`src/rtl/dwo_pkg.sv`:
```
// Shared types, constants and the sine table builder for the oscillator block.
package dwo_pkg;

    localparam int TABLE_SIZE_DEF = 1024;
    localparam int PHASE_FRAC_DEF = 16;

    localparam int INC_W      = 26;
    localparam int LEVEL_W    = 16;
    localparam int WAVE_W     = 16;
    localparam int SAMPLE_W   = 18;
    localparam int CFG_IDX_W  = 3;
    localparam int CFG_DATA_W = INC_W;

    localparam int MIX_SHIFT  = 15;
    localparam int AM_SHIFT   = 30;
    localparam int DEV_SHIFT  = 15;
    localparam int SAMPLE_MAX = 65536;
    localparam int WAVE_PEAK  = 32767;
    localparam int WAVE_HALF  = 32768;

    localparam logic [63:0] HALF_PI_Q30 = 64'd1686629713;
    localparam logic [63:0] Q30_ONE     = 64'd1 << 30;

    // Configuration register indexes
    typedef enum logic [CFG_IDX_W-1:0] {
        CFG_OSC1_INC     = 3'd0,
        CFG_OSC2_INC     = 3'd1,
        CFG_FM_DEPTH_INC = 3'd2,
        CFG_AM_INC       = 3'd3,
        CFG_FM_INC       = 3'd4,
        CFG_OSC1_WAVE    = 3'd5,
        CFG_OSC2_WAVE    = 3'd6
    } t_cfg_idx;

    // Waveform select codes
    typedef enum logic [1:0] {
        WAVE_SINE   = 2'd0,
        WAVE_SAW    = 2'd1,
        WAVE_TRI    = 2'd2,
        WAVE_SQUARE = 2'd3
    } t_wave;

    // One input word
    typedef struct packed {
        logic [LEVEL_W-1:0] osc1_level;
        logic [LEVEL_W-1:0] osc2_level;
        logic [LEVEL_W-1:0] am_depth;
    } t_item;

    // Configuration register file
    typedef struct packed {
        logic [INC_W-1:0] osc1_inc;
        logic [INC_W-1:0] osc2_inc;
        logic [INC_W-1:0] fm_depth_inc;
        logic [INC_W-1:0] am_inc;
        logic [INC_W-1:0] fm_inc;
        t_wave            osc1_wave;
        t_wave            osc2_wave;
    } t_cfg;

    // One sine table entry, Q1.15, built from a Q2.30 Taylor series.
    // The table holds 2**tbits entries.
    function automatic logic signed [WAVE_W-1:0] sine_entry(input int unsigned idx,
                                                           input int unsigned tbits);
        logic [63:0] n;
        logic [63:0] m;
        logic [63:0] q;
        logic [63:0] r;
        logic [63:0] x;
        logic [63:0] x2;
        logic [63:0] t;
        logic [63:0] s;
        logic [63:0] v;
        n  = 64'd1 << tbits;
        m  = 64'(idx) << 2;
        q  = m >> tbits;
        r  = m & (n - 64'd1);
        if (q[0]) begin
            r = n - r;
        end
        x  = (HALF_PI_Q30 * r) >> tbits;
        x2 = (x * x) >> 30;
        t  = Q30_ONE - x2 / 64'd110;
        t  = Q30_ONE - ((x2 * t) >> 30) / 64'd72;
        t  = Q30_ONE - ((x2 * t) >> 30) / 64'd42;
        t  = Q30_ONE - ((x2 * t) >> 30) / 64'd20;
        t  = Q30_ONE - ((x2 * t) >> 30) / 64'd6;
        s  = (x * t) >> 30;
        v  = (s * 64'd32767 + (64'd1 << 29)) >> 30;
        if (v > 64'd32767) begin
            v = 64'd32767;
        end
        if (q >= 64'd2) begin
            v = 64'd0 - v;
        end
        return WAVE_W'(v);
    endfunction

endpackage

```
`src/rtl/dwo_front.sv`:
```
// Input queue: takes words from the push side and holds them for the sequencer.
module dwo_front import dwo_pkg::*; (
    input  logic  i_clk,
    input  logic  i_rst_n,
    input  logic  i_push,
    output logic  o_full,
    input  t_item i_item,
    output logic  o_valid,
    output t_item o_item,
    input  logic  i_take
);

    localparam int DEPTH = 2;
    localparam int PTR_W = $clog2(DEPTH);
    localparam int CNT_W = $clog2(DEPTH + 1);

    t_item             r_mem [DEPTH];
    logic [PTR_W-1:0]  r_wptr;
    logic [PTR_W-1:0]  r_rptr;
    logic [CNT_W-1:0]  r_count;
    logic [CNT_W-1:0]  n_count;
    logic              wr_en;
    logic              rd_en;

    assign o_full  = (r_count == CNT_W'(DEPTH));
    assign o_valid = (r_count != '0);
    assign o_item  = r_mem[r_rptr];
    assign wr_en   = i_push && !o_full;
    assign rd_en   = i_take && o_valid;

    // Track fill level
    always_comb begin
        case ({wr_en, rd_en})
            2'b10:   n_count = r_count + CNT_W'(1);
            2'b01:   n_count = r_count - CNT_W'(1);
            default: n_count = r_count;
        endcase
    end

    // Advance pointers
    always_ff @(posedge i_clk) begin
        if (!i_rst_n) begin
            r_wptr  <= '0;
            r_rptr  <= '0;
            r_count <= '0;
        end else begin
            if (wr_en) begin
                r_wptr <= r_wptr + PTR_W'(1);
            end
            if (rd_en) begin
                r_rptr <= r_rptr + PTR_W'(1);
            end
            r_count <= n_count;
        end
    end

    // Store incoming word
    always_ff @(posedge i_clk) begin
        if (wr_en) begin
            r_mem[r_wptr] <= i_item;
        end
    end

endmodule

```
`config.mk`:
```
export PLATFORM = sky130hd
export DESIGN_NAME = dwo_front
export DESIGN_NICKNAME = d
export VERILOG_FILES = /design/src/rtl/dwo_pkg.sv /design/src/rtl/dwo_front.sv
export SDC_FILE = /design/constraint.sdc
export NUM_CORES = 1
export LEC_CHECK = 0
export BUFFER_PORTS_ARGS = -buffer_cell sky130_fd_sc_hd__buf_2
export CORE_UTILIZATION = 40
export CTS_BUF_LIST = sky130_fd_sc_hd__clkbuf_16
export CTS_CLUSTER_DIAMETER = 50
export CTS_CLUSTER_SIZE = 8
export DETAILED_ROUTE_END_ITERATION = 12
export PLACE_DENSITY = 0.65
export SKIP_LAST_GASP = 1
export SYNTH_ARGS = -nofsm -noshare
export SYNTH_HDL_FRONTEND = slang
export SYNTH_SLANG_ARGS = --single-unit
```
`constraint.sdc`:
```
create_clock -name i_clk -period 2.45 [get_ports i_clk]
set_input_delay 0.245 -clock i_clk [delete_from_list [all_inputs] [get_ports i_clk]]
set_output_delay 0.245 -clock i_clk [all_outputs]
set_load 0.03 [all_outputs]
```
======== Word level (Yosys, flattened, before mapping) ========
Memories as Yosys holds them, arrays and structs flattened. A register that Yosys moved wholly into a read port is not among the register bits.
Index checks and enable logic that the tools add are counted.
storage, ports and cells
  bits in writable memories ............... 96
  memories kept ........................... 1
  output and inout bits ................... 50
  bits of input ports ..................... 52
  bits in registers ....................... 4
  word-level logic and storage cells ...... 21
cells by class
  muxes and demuxes ....................... 5
  reduce and logical (&&, ||, !) cells .... 5
  $add $sub $neg .......................... 4
  equality and inequality tests ........... 3
memories
  memory  depth  width  rd ports  clocked after memory_dff  wr ports  RTL line         source
  r_mem   2      48     1         1                         1         dwo_front.sv:17  t_item r_mem [DEPTH];
operators by type and width
  kind                                                                count
  2-bit == test, second input constant                                2
  1-bit 2-to-1 mux                                                    4
  2-bit one-hot mux with 2 select lines                               1
  2-bit nonzero test                                                  2
  1-bit adder, second input constant                                  2
  2-bit by 1-bit adder with 2-bit output, second input constant       1
  2-bit by 1-bit == test with 1-bit output, second input constant     1
  1-bit logical AND                                                   2
  2-bit by 1-bit subtractor with 2-bit output, second input constant  1
  1-bit zero test                                                     1

======== Depth between registers and ports, before layout ========
  depth in word-level cells ............... 5
  gate-level depth with buffers ........... 6
  gate-level depth less buffers ........... 6

======== Least setup slack after synthesis ========
No wires, ideal clock.
  path kind ............................... register to register
  from .................................... register r_count[0]
  to ...................................... memory r_mem[0][0] (netlist name) (enable)
  library setup time ...................... 0.402 ns
  cell stages (with the launch flop) ...... 5
  required time ........................... 2.048 ns
  setup slack ............................. 0.144 ns
  buffers on the path ..................... 0
  clock period less this slack ............ 2.306 ns
  data arrival time ....................... 1.904 ns
  cell sequence ........................... dfxtp_1 nand2b_2 inv_2 or3_1 inv_1
between the ends
  longest elaborated chain between the ends .. 5
RTL lines
  item                                    RTL line         source
  from (decl)                             dwo_front.sv:20  logic [CNT_W-1:0] r_count;
  from (signal assigned)                  dwo_front.sv:53  r_count <= n_count;
  2-bit == test                           dwo_front.sv:25  assign o_full = (r_count == CNT_W'(DEPTH));
  via o_full                              dwo_front.sv:6   output logic o_full,
  1-bit zero test                         dwo_front.sv:28  assign wr_en = i_push && !o_full;
  1-bit logical AND                       dwo_front.sv:28
  1-bit 2-to-1 mux                        dwo_front.sv:59  if (wr_en) begin
  1-bit 2-to-1 mux (implied by the code)  dwo_front.sv:60  r_mem[r_wptr] <= i_item;
  to (decl)                               dwo_front.sv:17
The timed path passes the listed nets, and every way through them passes these cells.

==> metrics.yaml <==
floorplanning:
  fp.dieH_um: 98.08
  row_count: 34
  die-area_um2: 9619
  start_util_pct: 41.73
  ios: 102
  die_w_um: 98.08
  placeableCoreArea_um2: 8848
setup_path:
  critPathMaxStageDelay_ps: 630
  critPathTopFamily: "flip-flops"
  worstSetupEndpointType: "output port"
  reg2reg_to: "r_mem[0][31]"
  crit_path_top_delay_cell: "dfxtp_2"
  required_ps: 2200
  cp_num_buf_inv: 2
  crit_fanout: 19
  crit_type: "flip-flop to output port"
  path_cells: "buf_4, mux2_2, buf_2"
  r2r_start: "r_count[0]"
  r2r_slack_ps: 660
  reg2reg_depth: 5
  crit_end: "o_item[16]"
  start_kind: "flip-flop"
  cp.depth: 3
  cp_data_arrival_time_ps: 1790
sta:
  finalSetupViolations: 0
  hold_viol: 0
  worst_pin_slew_ps: 479.6
  period_needed_ps: 2034
  maxSlewViolCount: 0
  fin_tns_setup_ps: 0
  clock_skew_ps: 6.305
  clock.fmax_mhz: 491.6
  rsz0062_at_grt: "false"
  timing.final.crit_share_pct: 83.03
  timing.slew.headroom_pct: 68.02
global_routing:
  grt_remaining_overflow: 0
  grt_pass1_vias: 1938
  grt_pass1_wl_mm: 9.694
  antenna_found_initial: 1
  grt_start_max_net_pins: 25
  grt_use_total_pct: 13.58
yosys:
  ys_warn_count: 0
  async_flop_share_pct: 0
  ys.flop_type: "edfxtp_1"
  avgSynthCellArea_um2: 21.10
  ys_ff_latch: 101
  yosysTopAreaCell: "edfxtp_1"
  yosysMostFrequentCell: "edfxtp_1"
  synth_top_area_share_pct: 78.08
  syn_inst: 175
  synth_area_leaders: "edfxtp_1, mux2_2, dfxtp_1, xnor2_1, buf_2"
  netlist_area_um2: 3692
  synth_edf_count: 96
  ys_top_cells_by_count: "edfxtp_1, mux2_2, dfxtp_1"
  yosysSeqAreaShare_pct: 80.79
  ys_types: 19
  syn-num-nets: 228
power_and_ir_drop:
  comb_power_share_pct: 32.2
  leakagePower_uw: 0.001754
  p_seq_share_pct: 43.2
  swShare_pct: 33.60
  finalPower_uw: 5310
  pwr-share-clk_pct: 24.6
  p_sw_uw: 1784
  p_int_uw: 3526
  ir_drop_uv: 573.1
  p_per_area_nw_per_um2: 1138
routing:
  viasPerCell: 4.781
  via_count: 1917
  drtPass1Iterations: 9
  wire_per_inst_um: 15.56
  drt.antenna.violating_nets: 0
  dr.first_iter.drc_count: 115
  drcViolationCount: 5
  finalWirelength_mm: 6.239
status:
  status: "complete, but fails checks"
  violations: "design-rule violations"
finish:
  diodes: 0
  area_delta_synth_final_pct: 26.33
  area.sequential_um2: 2984
  multi_input_area_um2: 669.4
  layout.nets: 341
  final_area_um2: 4664
  final_layout_size_suffix_gt1_share_pct: 59.73
  fillCellCount: 733
place:
  place_congestion: 0.7109
  placed_area_um2: 4388
  dpl.hpwl_mm: 4.159
  port_buffers: 101
flow_run:
  drv_cap: 0
clock_network:
  cts.sinks: 101
  cts_tree: "done"
  ctsRootBufferMaster: "clkbuf_16"
  cts_hold_buf: 0
  cts_resized: 0
  postCtsSetupBuffers: 0
  h-tree-depth: 3
  clk_pin_slew_worst_paths_ps: 70
  worstSkewPairLatency_ps: 340
  numCtsBuffers: 9
  cts_buffer_depth: 2
hold_path:
  hp-class: "primary input to flip-flop"
logic make-up (layout without fill, tap and decap cells):
group                      Yosys count  count (layout)  synth area share, %
DFF                                101             101                80.79
and+or+nand+nor                      9               9                1.525
muxes                               48              48                14.64
xor gates and xnor gates             3               3               0.7118
adders and majority gates            1               1               0.3388
AOI/OAI and AO/OA                    5               5               0.8810
buffers and inverters                8             126                1.118
power by group through the flow:
stage	combinational [uW]	clock, uW	sequential, uW
floorplan	1290	0	2280
global placement	1730	0	2330
detailed placement	1730	0	2340
CTS	1740	1340	2300
global route	1820	1410	2320
finish	1710	1310	2290
layer usage:
layer / share of wire, % / global-route usage (%) / wire length [um] / vias to the layer above
met3: 7.5 / 5.154 / 471 / 10
met2: 47 / 21.40 / 2916 / 68
li1: - / - / - / 905
met4: 1.6 / 5.594 / 102 / 2
met5: 0.22 / 0 / 14 / -
met1: 44 / 16.86 / 2734 / 932
metrics by stage:
step / std cells / hold WS, ps / utilization [%] / setup WS [ps]
after global routing: 401 / 81.18 / 52.71 / 309.7
final: 401 / 93.56 / 52.71 / 415.7
after floorplan: 175 / 343.9 / - / 144.1
after global placement: 385 / 433.7 / 49.59 / 667.4
after detailed placement: 385 / 437.6 / 49.59 / 632.7
after CTS: 401 / 84.47 / 52.71 / 369.7
worst min path at each step:
stage	startpoint	endpoint	slack, ps	cells after the start
CTS	i_item[19]	r_mem[1][19]	80	1
global placement	i_item[6]	r_mem[1][6]	430	1
detailed placement	i_item[31]	r_mem[1][31]	440	1
finish	i_item[9]	r_mem[0][9]	90	1
global route	i_item[44]	r_mem[1][44]	80	1
floorplan	i_item[0]	r_mem[0][0]	340	0
state kept, by name (all words and copies together), names as in the netlist, named ones only:
signal / cells
r_count: 2
r_mem: 96
r_wptr: 1
r_rptr: 1
layout by cell type, fill, tap and decap left out, drive strengths merged:
master | synthesis | routed
o21ai | 2 | 2
clkbuf | 0 | 9
nor2b | 2 | 2
or2 | 1 | 1
or3 | 2 | 2
nand2 | 1 | 1
nand2b | 1 | 1
edfxtp | 96 | 96
mux2 | 48 | 48
and3 | 1 | 1
and2 | 1 | 1
inv | 3 | 6
dfxtp | 5 | 5
buf | 5 | 107
a21boi | 2 | 2
o21a | 1 | 1
clkinv | 0 | 2
clkinvlp | 0 | 2
xnor2 | 3 | 3
ha | 1 | 1
cell type report:
class	instances	area share, %
Clock inverter	7	1.100
Clock buffer	9	4.828
Inverter	3	0.2414
Sequential cell	101	63.98
Timing Repair Buffer	107	12.61
Multi-Input combinational cell	66	14.35
Tap cell	108	2.897
No activity file was read; power rests on OpenSTA's default activity.
